[src/sv/c2u_pkg.sv]
`default_nettype none

package c2u_pkg;

   localparam int unsigned ByteWidth  = 8;
   localparam int unsigned PointWidth = 21;
   localparam int unsigned MaxResults = 3;

   localparam logic [7:0] CsrDirection   = 8'd0;
   localparam logic [7:0] CsrReplacement = 8'd1;

   localparam logic DirEncode = 1'b0;
   localparam logic DirDecode = 1'b1;

   localparam logic [7:0] ReplacementReset = 8'd63;

   typedef logic [ByteWidth-1:0]  byte_type;
   typedef logic [PointWidth-1:0] point_type;

   // Bytes of one input's results; entry 0 goes out first.
   typedef struct packed {
      logic [MaxResults-1:0][ByteWidth-1:0] bytes;
      logic [1:0]                            count;
   } result_type;

   // Windows-1252 byte to its Unicode code point.
   function automatic logic [15:0] c2u_byte_to_point(input byte_type b);
      logic [15:0] cp;
      begin
         unique case (b)
            8'd128:  cp = 16'd8364;
            8'd130:  cp = 16'd8218;
            8'd131:  cp = 16'd402;
            8'd132:  cp = 16'd8222;
            8'd133:  cp = 16'd8230;
            8'd134:  cp = 16'd8224;
            8'd135:  cp = 16'd8225;
            8'd136:  cp = 16'd710;
            8'd137:  cp = 16'd8240;
            8'd138:  cp = 16'd352;
            8'd139:  cp = 16'd8249;
            8'd140:  cp = 16'd338;
            8'd142:  cp = 16'd381;
            8'd145:  cp = 16'd8216;
            8'd146:  cp = 16'd8217;
            8'd147:  cp = 16'd8220;
            8'd148:  cp = 16'd8221;
            8'd149:  cp = 16'd8226;
            8'd150:  cp = 16'd8211;
            8'd151:  cp = 16'd8212;
            8'd152:  cp = 16'd732;
            8'd153:  cp = 16'd8482;
            8'd154:  cp = 16'd353;
            8'd155:  cp = 16'd8250;
            8'd156:  cp = 16'd339;
            8'd158:  cp = 16'd382;
            8'd159:  cp = 16'd376;
            default: cp = {8'd0, b};
         endcase
         return cp;
      end
   endfunction

   // Completed code point back to a Windows-1252 byte.
   function automatic byte_type c2u_point_to_byte(input point_type cp, input byte_type repl);
      byte_type b;
      begin
         if (cp <= 21'd127 || cp == 21'd129 || (cp >= 21'd160 && cp <= 21'd255)) begin
            b = cp[7:0];
         end else begin
            unique case (cp)
               21'd8364: b = 8'd128;
               21'd8218: b = 8'd130;
               21'd402:  b = 8'd131;
               21'd8222: b = 8'd132;
               21'd8230: b = 8'd133;
               21'd8224: b = 8'd134;
               21'd8225: b = 8'd135;
               21'd710:  b = 8'd136;
               21'd8240: b = 8'd137;
               21'd352:  b = 8'd138;
               21'd8249: b = 8'd139;
               21'd338:  b = 8'd140;
               21'd381:  b = 8'd142;
               21'd8216: b = 8'd145;
               21'd8217: b = 8'd146;
               21'd8220: b = 8'd147;
               21'd8221: b = 8'd148;
               21'd8226: b = 8'd149;
               21'd8211: b = 8'd150;
               21'd8212: b = 8'd151;
               21'd732:  b = 8'd152;
               21'd8482: b = 8'd153;
               21'd353:  b = 8'd154;
               21'd8250: b = 8'd155;
               21'd339:  b = 8'd156;
               21'd382:  b = 8'd158;
               21'd376:  b = 8'd159;
               default:  b = repl;
            endcase
         end
         return b;
      end
   endfunction

endpackage

`default_nettype wire

[src/sv/cp1252_utf8_transcoder.sv]
// Windows-1252 / UTF-8 byte-stream transcoder.
// Input channel (req_): one source byte per beat, req_in_last on the final
// byte of a text. Result channel (rsp_): one converted byte per beat,
// rsp_out_last on the final result byte caused by an input beat.
// Configuration (csr_): index 0 selects direction (0 encodes Windows-1252 to
// UTF-8, 1 decodes UTF-8 to Windows-1252), index 1 sets the replacement byte.
// csr_ready is always high; other indexes are ignored. Write only while idle.
// An accepted beat sits in the input register until the result buffer is
// free, is then transcoded into a three-byte result buffer, and its first
// result is offered from that buffer. The output side moves one byte per
// cycle while rsp_ready is high; an input beat gives 1 to 3 result bytes
// when encoding and at most one when decoding (a decode beat may give no
// result at all). The result buffer drain sets the sustained rate.
// A new input beat is taken while the previous results wait to be taken.
// When the receiver stalls, the buffer and then the input register fill and
// req_ready drops. Reset clears both registers, the partial UTF-8 sequence,
// and returns the registers to encode direction and '?' as replacement.
`default_nettype none

module cp1252_utf8_transcoder (
   input  wire logic              clock,
   input  wire logic              reset,
   input  wire logic              req_valid,
   output logic                   req_ready,
   input  wire c2u_pkg::byte_type req_in_byte,
   input  wire logic              req_in_last,
   output logic                   rsp_valid,
   input  wire logic              rsp_ready,
   output c2u_pkg::byte_type      rsp_out_byte,
   output logic                   rsp_out_last,
   input  wire logic              csr_valid,
   output logic                   csr_ready,
   input  wire logic [7:0]        csr_index,
   input  wire logic [7:0]        csr_data
);
   import c2u_pkg::*;

   logic       dir_ff;
   byte_type   repl_ff;

   logic       in_valid_ff;
   logic       in_valid_in;
   byte_type   in_byte_ff;
   logic       in_last_ff;

   point_type  part_ff;
   point_type  part_in;
   logic [1:0] rem_ff;
   logic [1:0] rem_in;

   logic [MaxResults-1:0][ByteWidth-1:0] buf_ff;
   logic [1:0]                            cnt_ff;

   result_type res;
   logic       buf_free;
   logic       load;
   logic       pop;
   logic [15:0] enc_cp;
   point_type  dec_cp;

   assign csr_ready    = 1'b1;
   assign rsp_valid    = (cnt_ff != 2'd0);
   assign rsp_out_byte = buf_ff[0];
   assign rsp_out_last = (cnt_ff == 2'd1);
   assign pop          = rsp_valid && rsp_ready;
   assign buf_free     = (cnt_ff == 2'd0) || ((cnt_ff == 2'd1) && rsp_ready);
   assign load         = in_valid_ff && buf_free;
   assign req_ready    = !in_valid_ff || buf_free;

   always_ff @(posedge clock) begin
      if (reset) begin
         dir_ff  <= DirEncode;
         repl_ff <= ReplacementReset;
      end else if (csr_valid && csr_ready) begin
         if (csr_index == CsrDirection) begin
            dir_ff <= csr_data[0];
         end else if (csr_index == CsrReplacement) begin
            repl_ff <= csr_data;
         end
      end
   end

   always_comb begin
      in_valid_in = in_valid_ff;
      if (req_valid && req_ready) begin
         in_valid_in = 1'b1;
      end else if (load) begin
         in_valid_in = 1'b0;
      end
   end

   always_ff @(posedge clock) begin
      if (reset) begin
         in_valid_ff <= 1'b0;
      end else begin
         in_valid_ff <= in_valid_in;
      end
      if (req_valid && req_ready) begin
         in_byte_ff <= req_in_byte;
         in_last_ff <= req_in_last;
      end
   end

   // Transcode the held beat against the current decode state.
   always_comb begin
      res     = '0;
      part_in = part_ff;
      rem_in  = rem_ff;
      enc_cp  = c2u_byte_to_point(in_byte_ff);
      dec_cp  = {part_ff[PointWidth-7:0], in_byte_ff[5:0]};
      if (dir_ff == DirEncode) begin
         if (enc_cp < 16'h0080) begin
            res.bytes[0] = enc_cp[7:0];
            res.count    = 2'd1;
         end else if (enc_cp < 16'h0800) begin
            res.bytes[0] = {3'b110, enc_cp[10:6]};
            res.bytes[1] = {2'b10, enc_cp[5:0]};
            res.count    = 2'd2;
         end else begin
            res.bytes[0] = {4'b1110, enc_cp[15:12]};
            res.bytes[1] = {2'b10, enc_cp[11:6]};
            res.bytes[2] = {2'b10, enc_cp[5:0]};
            res.count    = 2'd3;
         end
      end else begin
         priority if (in_byte_ff[7] == 1'b0) begin
            rem_in       = 2'd0;
            part_in      = '0;
            res.bytes[0] = in_byte_ff;
            res.count    = 2'd1;
         end else if (in_byte_ff[7:6] == 2'b10) begin
            if (rem_ff == 2'd0) begin
               res.bytes[0] = repl_ff;
               res.count    = 2'd1;
            end else if (rem_ff == 2'd1) begin
               // Final continuation byte completes the code point.
               rem_in       = 2'd0;
               part_in      = '0;
               res.bytes[0] = c2u_point_to_byte(dec_cp, repl_ff);
               res.count    = 2'd1;
            end else begin
               rem_in  = rem_ff - 2'd1;
               part_in = dec_cp;
            end
         end else if (in_byte_ff[7:5] == 3'b110) begin
            part_in = {16'd0, in_byte_ff[4:0]};
            rem_in  = 2'd1;
         end else if (in_byte_ff[7:4] == 4'b1110) begin
            part_in = {17'd0, in_byte_ff[3:0]};
            rem_in  = 2'd2;
         end else if (in_byte_ff[7:3] == 5'b11110) begin
            part_in = {18'd0, in_byte_ff[2:0]};
            rem_in  = 2'd3;
         end else begin
            part_in      = '0;
            rem_in       = 2'd0;
            res.bytes[0] = repl_ff;
            res.count    = 2'd1;
         end
      end
      if (in_last_ff) begin
         part_in = '0;
         rem_in  = 2'd0;
      end
   end

   always_ff @(posedge clock) begin
      if (reset) begin
         part_ff <= '0;
         rem_ff  <= 2'd0;
      end else if (load) begin
         part_ff <= part_in;
         rem_ff  <= rem_in;
      end
   end

   always_ff @(posedge clock) begin
      if (reset) begin
         cnt_ff <= 2'd0;
      end else if (load) begin
         cnt_ff <= res.count;
      end else if (pop) begin
         cnt_ff <= cnt_ff - 2'd1;
      end
      if (load) begin
         buf_ff <= res.bytes;
      end else if (pop) begin
         buf_ff[0] <= buf_ff[1];
         buf_ff[1] <= buf_ff[2];
      end
   end

   a_encode_gives_result: assert property (@(posedge clock) disable iff (reset)
      load && (dir_ff == DirEncode) |=> cnt_ff != 2'd0)
      else $error("encode beat produced no result bytes");

   a_decode_at_most_one: assert property (@(posedge clock) disable iff (reset)
      load && (dir_ff == DirDecode) |=> cnt_ff == 2'd0 || cnt_ff == 2'd1)
      else $error("decode beat produced more than one byte");

   a_last_clears_state: assert property (@(posedge clock) disable iff (reset)
      load && in_last_ff |=> rem_ff == 2'd0 && part_ff == '0)
      else $error("decode state survived a last beat");

   a_stall_holds_input: assert property (@(posedge clock) disable iff (reset)
      in_valid_ff && !load |=> in_valid_ff && $stable(in_byte_ff))
      else $error("held input beat lost while the buffer was busy");

endmodule

`default_nettype wire
[config.mk]
export PLATFORM = sky130hd
export DESIGN_NAME = cp1252_utf8_transcoder
export DESIGN_NICKNAME = d
export VERILOG_FILES = /design/src/sv/c2u_pkg.sv /design/src/sv/cp1252_utf8_transcoder.sv
export SDC_FILE = /design/constraint.sdc
export NUM_CORES = 1
export LEC_CHECK = 0
export ABC_AREA = 1
export BUFFER_PORTS_ARGS = -buffer_cell sky130_fd_sc_hd__buf_2
export CORE_MARGIN = 4
export CORE_UTILIZATION = 39
export DETAILED_ROUTE_END_ITERATION = 6
export MAX_ROUTING_LAYER = met4
export PLACE_DENSITY_LB_ADDON = 0.05
export SLEW_MARGIN = 40
export SYNTH_ARGS = -nofsm -noshare
export SYNTH_HDL_FRONTEND = slang
export SYNTH_SLANG_ARGS = --single-unit
[constraint.sdc]
create_clock -name clock -period 2.2 [get_ports clock]
set_input_delay 0.22 -clock clock [delete_from_list [all_inputs] [get_ports clock]]
set_output_delay 0.22 -clock clock [all_outputs]
set_load 0.02 [all_outputs]
Word-level counts from Yosys, hierarchy flattened
Index checks and enable logic that the tools add are counted. W data, S select, Z words.

Muxes and demuxes: 40. Bitwise gates (word level): 1. Reductions and logical operators: 22. Equality and inequality tests: 63. Add/sub/neg operators: 2. Magnitude comparators: 5.

Operators by type and width (count): $pmux W14 S27 (1); $eq A21 B14 Y1 const B (17); $eq A8 B8 Y1 const B (27); $pmux W8 S27 (1); $eq A21 B9 Y1 const B (8); $mux W10 (9); $mux W15 (6); $mux W16 (3); $eq A21 B10 Y1 const B (2); $mux W8 (4); $mux W2 (11); $eq A21 B8 Y1 const B (1); $ge A21 B8 Y1 const B (1); $le A21 B7 Y1 const B (1); $le A21 B8 Y1 const B (1); $lt A16 B12 Y1 const B (1); $lt A16 B8 Y1 const B (1); $eq A8 B1 Y1 const B (1); $logic_not A8 Y1 (1); $reduce_bool A2 Y1 (4); $reduce_and A3 Y1 (2); $eq A5 B5 Y1 const B (1); $logic_and A1 B1 Y1 (5); $mux W5 (1); other kinds (16) (23).

Flip-flop bits (word level): 62. Word-level logic and storage cells: 145. Bits of input ports: 30.

Depth between registers and ports, before layout
Word-level depth: 10. Depth in mapped cells: 19.

Least setup slack after synthesis
OpenSTA, ideal clock, no wires.

Path type: register to register. Start point: register cnt_ff[0]. End point: register cnt_ff[1]. Required time: 2.078 ns. Buffers on the path: 0. Arrival time: 2.371 ns. Path slack: -0.292 ns. Clock period less this slack: 2.492 ns. Cell stages (with the launch flop): 8. Cell sequence: dfxtp_1 inv_1 ha_1 inv_1 o21ai_0 o211ai_1 o211ai_1 inv_1.

Elaborated cells between the ends (all ways): 11. Those cells by class: add/sub: 1; eq/ne: 1; mux: 2; reduce/logical: 7.

RTL lines: start, declared (line cp1252_utf8_transcoder.sv:52) `logic [1:0] cnt_ff;`; start signal, assigned (line cp1252_utf8_transcoder.sv:181) `cnt_ff <= res.count;`; start signal, assigned (line cp1252_utf8_transcoder.sv:183) `cnt_ff <= cnt_ff - 2'd1;`; $reduce_bool A2 Y1 (line cp1252_utf8_transcoder.sv:62) `assign rsp_valid = (cnt_ff != 2'd0);`; net rsp_valid (line cp1252_utf8_transcoder.sv:27) `output logic rsp_valid,`; $logic_and A1 B1 Y1 (line cp1252_utf8_transcoder.sv:65) `assign pop = rsp_valid && rsp_ready;`; $reduce_bool A2 Y1 (no source line).

The timed path passes the listed nets, and every way through them passes these cells. The select of a mux whose other input is x is not followed. A chain may end at the register's enable or synchronous reset.

Worst setup path in the final report
Start point: register in_byte_ff[0]. End point: register buf_ff (netlist bit rsp_out_byte[4]) (data pin).

Cells in the longest elaborated chain, start to end: 10. Elaborated cells between the ends (all ways): 74. Those cells by class: order compare: 5; eq/ne: 55; mux: 11; reduce/logical: 3.

RTL lines: start, declared (line cp1252_utf8_transcoder.sv:43) `byte_type in_byte_ff;`; start signal, assigned (line cp1252_utf8_transcoder.sv:99) `in_byte_ff <= req_in_byte;`; parallel branches: the longest is 8 deep, another holds $lt A16 B12 Y1; $mux W10 (*) (line cp1252_utf8_transcoder.sv:111) `if (dir_ff == DirEncode) begin`; $mux W16 (*) (line cp1252_utf8_transcoder.sv:185) `if (load) begin`; end signal, assigned (line cp1252_utf8_transcoder.sv:186) `buf_ff <= res.bytes;`; end, declared (line cp1252_utf8_transcoder.sv:51) `logic [MaxResults-1:0][ByteWidth-1:0] buf_ff;`.

Every way passes the cells marked *.

==> results.sh <==
export IMPL_status="finished, violations left"
export IMPL_violations="setup timing"
export IMPL_synthMuxAreaShare_pct=0
export IMPL_dieArea_um2=13140
export IMPL_p_comb_share_pct=41.7
export IMPL_drt_first_pass_iters=5
export IMPL_power_density_nw_per_um2=803.0
export IMPL_clock_path_buffers=2
export IMPL_ys_seq_elements=60
export IMPL_gp_congestion=1.022
export IMPL_cp_required_ns=2.30
export IMPL_insertion_delay_ns=0.35
export IMPL_arrival_ns=2.44
export IMPL_finalSetupViolCount=8
export IMPL_path_clk_slew_ns=0.06
export IMPL_p_switching_w=0.002123
export IMPL_hold_worst_slack_ns=0.05015
export IMPL_setup_ws_ns=-0.1330
export IMPL_synth_top_family_by_area="simple AND/OR/NAND/NOR gates"
export IMPL_io_buffers=40
export IMPL_internal_power_w=0.003503
export IMPL_place_area_um2=5673
export IMPL_core_area_um2=10980
export IMPL_cts_tree="yes"
export IMPL_hold_start="req_in_byte[7]"
export IMPL_ys_async_sr_fraction_pct=0
export IMPL_timing_max_cap_violations=0
export IMPL_cts_hold_buf=0
export IMPL_layout_commonest_cell="buf_4"
export IMPL_floorplan_die_width_um=114.6
export IMPL_track_usage_pct=27.17
export IMPL_start_kind="flop"
export IMPL_hold_path_class="in2reg"
export IMPL_seq_power_share_pct=28.3
export IMPL_wire_per_inst_um=17.35
export IMPL_p_total_w=0.005626
export IMPL_ys_seq_area_share_pct=34.10
export IMPL_setup_tns_final_ns=-0.6253
export IMPL_finalClockSkew_ns=0.008832
export IMPL_ir_drop_v=0.0006840
export IMPL_post_synth_fa_ha_maj_area_fraction_pct=1.129
export IMPL_drc=0
export IMPL_post_route_period_util_pct=106.0
export IMPL_start_util_pct=40.36
export IMPL_layout_common_cells="buf_4 (153), nand2_1 (127), nor2_1 (69)"
export IMPL_cts_buffers=9
export IMPL_yosysWarnings=0
export IMPL_synth_edff_count=31
export IMPL_rsz0062_at_grt="true"
export IMPL_syn_area_um2=4433
export IMPL_synth_flop_cell="edfxtp_1"
export IMPL_row_count=38
export IMPL_postLayoutCellArea_um2=7005
export IMPL_grt_pass1_vias=5201
export IMPL_final_cells=1011
export IMPL_area_delta_synth_final_pct=58.03
export IMPL_grt_pass1_wl_um=26590
export IMPL_crit_start="in_byte_ff[0]$_DFFE_PP_"
export IMPL_end_kind="flop"
export IMPL_critical_path_class="reg2reg"
export IMPL_die_h_um=114.6
export IMPL_vias=5379
export IMPL_wirelength_um=17540
export IMPL_overflow=0
export IMPL_relSlewSlack_pct=50.57
export IMPL_final_layout_size_suffix_gt1_share_pct=46.15
export IMPL_finalMaxSlewViolations=0
export IMPL_final_nets=900
export IMPL_dpl_cell_count=959
export IMPL_ys_types=46
export IMPL_max_freq_mhz=428.6
export IMPL_cts_root_buffer="clkbuf_16"
export IMPL_synth_compound_gate_area_share_pct=15.92
export IMPL_synth_simple_area_share_pct=38.50
export IMPL_syn_inst=673
export IMPL_finalCriticalPeriod_ns=2.333
export IMPL_power_frac_clock_pct=30.0
export IMPL_pin_count=42
export IMPL_antenna_found_initial=0
export IMPL_worstReg2RegStart="in_byte_ff[0]$_DFFE_PP_"
export IMPL_tightest_slew_ns=0.7406
export IMPL_diodes=0
export IMPL_place_detailed_hpwl_um=13380
export IMPL_leakage_nw=3.342
export IMPL_first_iter_violations=471
export IMPL_switching_share_pct=37.73
export IMPL_ant_nets=0
export IMPL_synth_fp_nets=707
export IMPL_htreeDepth=3
export IMPL_cp_max_fo=6
export IMPL_via_per_inst=5.320
export IMPL_hold_violations=0
export IMPL_clock_sinks=60
export IMPL_avgSynthCellArea_um2=6.587
export IMPL_grt_max_degree=22
export IMPL_synth_xor_area_share_pct=0
export IMPL_fill_cells=989
## per-stage QoR
step                setup WS [ns]  util [%]
floorplan                 0.08811         -
global placement          -0.2772     51.65
detailed placement        -0.2572     51.65
CTS                      -0.05418     57.43
global route              -0.2558     63.78
finish                    -0.1330     63.78
## routing by layer
metal  global-route usage, %  up-vias  routed length, um  share of wire [%]
met1                   34.63     2518               7667                 44
met4                   12.03        0                508                2.9
met3                   4.123       42               1059                6.0
li1                        -     2629                  -                  -
met2                   42.65      190               8307                 47
met5                       -        -                  0                  0
## logic make-up after synthesis
kind of cell | count (synthesis)
AO/OA/AOI/OAI | 117
adder cells (fa/ha/maj) | 4
buffers and inverters | 105
other | 1
AND/OR/NAND/NOR | 386
flip-flops | 60
## worst max-delay path, cell delays in order (launching register included)
cell	delay (ns)
edfxtp_1	0.56
nor2_4	0.31
nand2_4	0.10
inv_4	0.10
nand2_1	0.11
a21oi_2	0.21
nor2_2	0.07
nand2_2	0.08
nor2_4	0.05
nand3_1	0.07
nand2_1	0.05
o21bai_1	0.14
nand2_1	0.11
nand2_1	0.08
nand2_1	0.05
## power groups by stage
stage	logic [W]	registers [W]	clock network [W]
after floorplan	0.00121	0.00158	0
after detailed placement	0.00192	0.00162	0
final	0.00234	0.00159	0.00169
after global routing	0.00253	0.00161	0.00178
after global placement	0.00190	0.00162	0
after CTS	0.00204	0.00160	0.00171
## Yosys cell counts, types with 2 or more instances
library cell / count / area share [%]
nor3_1: 15 / 1.7
a311oi_1: 2 / 0.40
inv_2: 12 / 1.0
a22oi_1: 2 / 0.34
nand3b_1: 2 / 0.34
a31oi_1: 8 / 1.1
a21oi_1: 33 / 3.7
o2111ai_1: 2 / 0.40
buf_1: 2 / 0.17
inv_1: 65 / 5.5
ha_1: 4 / 1.1
o21ai_0: 32 / 3.6
o211a_1: 3 / 0.68
clkbuf_1: 2 / 0.17
buf_4: 10 / 1.7
o21ai_1: 10 / 1.1
edfxtp_1: 31 / 21
buf_2: 13 / 1.5
nor2_4: 4 / 1.0
nor4_1: 3 / 0.42
dfxtp_1: 29 / 13
nand4_1: 13 / 1.8
and2_1: 2 / 0.28
nand3_1: 48 / 5.4
nand2_1: 166 / 14
nand2_2: 8 / 1.1
nor2_1: 109 / 9.2
nor2_2: 11 / 1.6
o211ai_1: 6 / 1.0
a211oi_1: 10 / 1.7
## flip-flops by register name (all words and copies together), names as in the netlist
signal and count:
in_last_ff 1, rem_ff 2, in_byte_ff 8, cnt_ff 2
buf_ff 14, dir_ff 1, part_ff 15, repl_ff 8
rsp_out_byte 8, in_valid_ff 1
## final cells by class
| cell class | count | area (um^2) | share of cell area [%] |
|---|---|---|---|
| Sequential cell | 60 | 1511 | 21.58 |
| Tap cell | 140 | 175.2 | 2.500 |
| Clock inverter | 7 | 123.9 | 1.768 |
| Clock buffer | 9 | 225.2 | 3.215 |
| Timing Repair Buffer | 210 | 1558 | 22.24 |
| Multi-Input combinational cell | 508 | 3113 | 44.44 |
| Inverter | 77 | 299.0 | 4.269 |
## worst paths after layout
check	endpoint	slack [ns]	depth (start not counted)
min	in_byte_ff[7]$_DFFE_PP_	0.05	1
max	rsp_out_byte[4]$_DFFE_PP_	-0.13	14
max reg2reg	rsp_out_byte[4]$_DFFE_PP_	-0.13	14
min reg2reg	rem_ff[1]$_SDFFE_PP0P_	0.47	2
## repair_timing
item,CTS,global route
buffers inserted,12,24
resized for setup,61,140
pin swaps,10,49
setup endpoints to repair,21,38
Note: power is estimated with default switching activity, not from simulation.
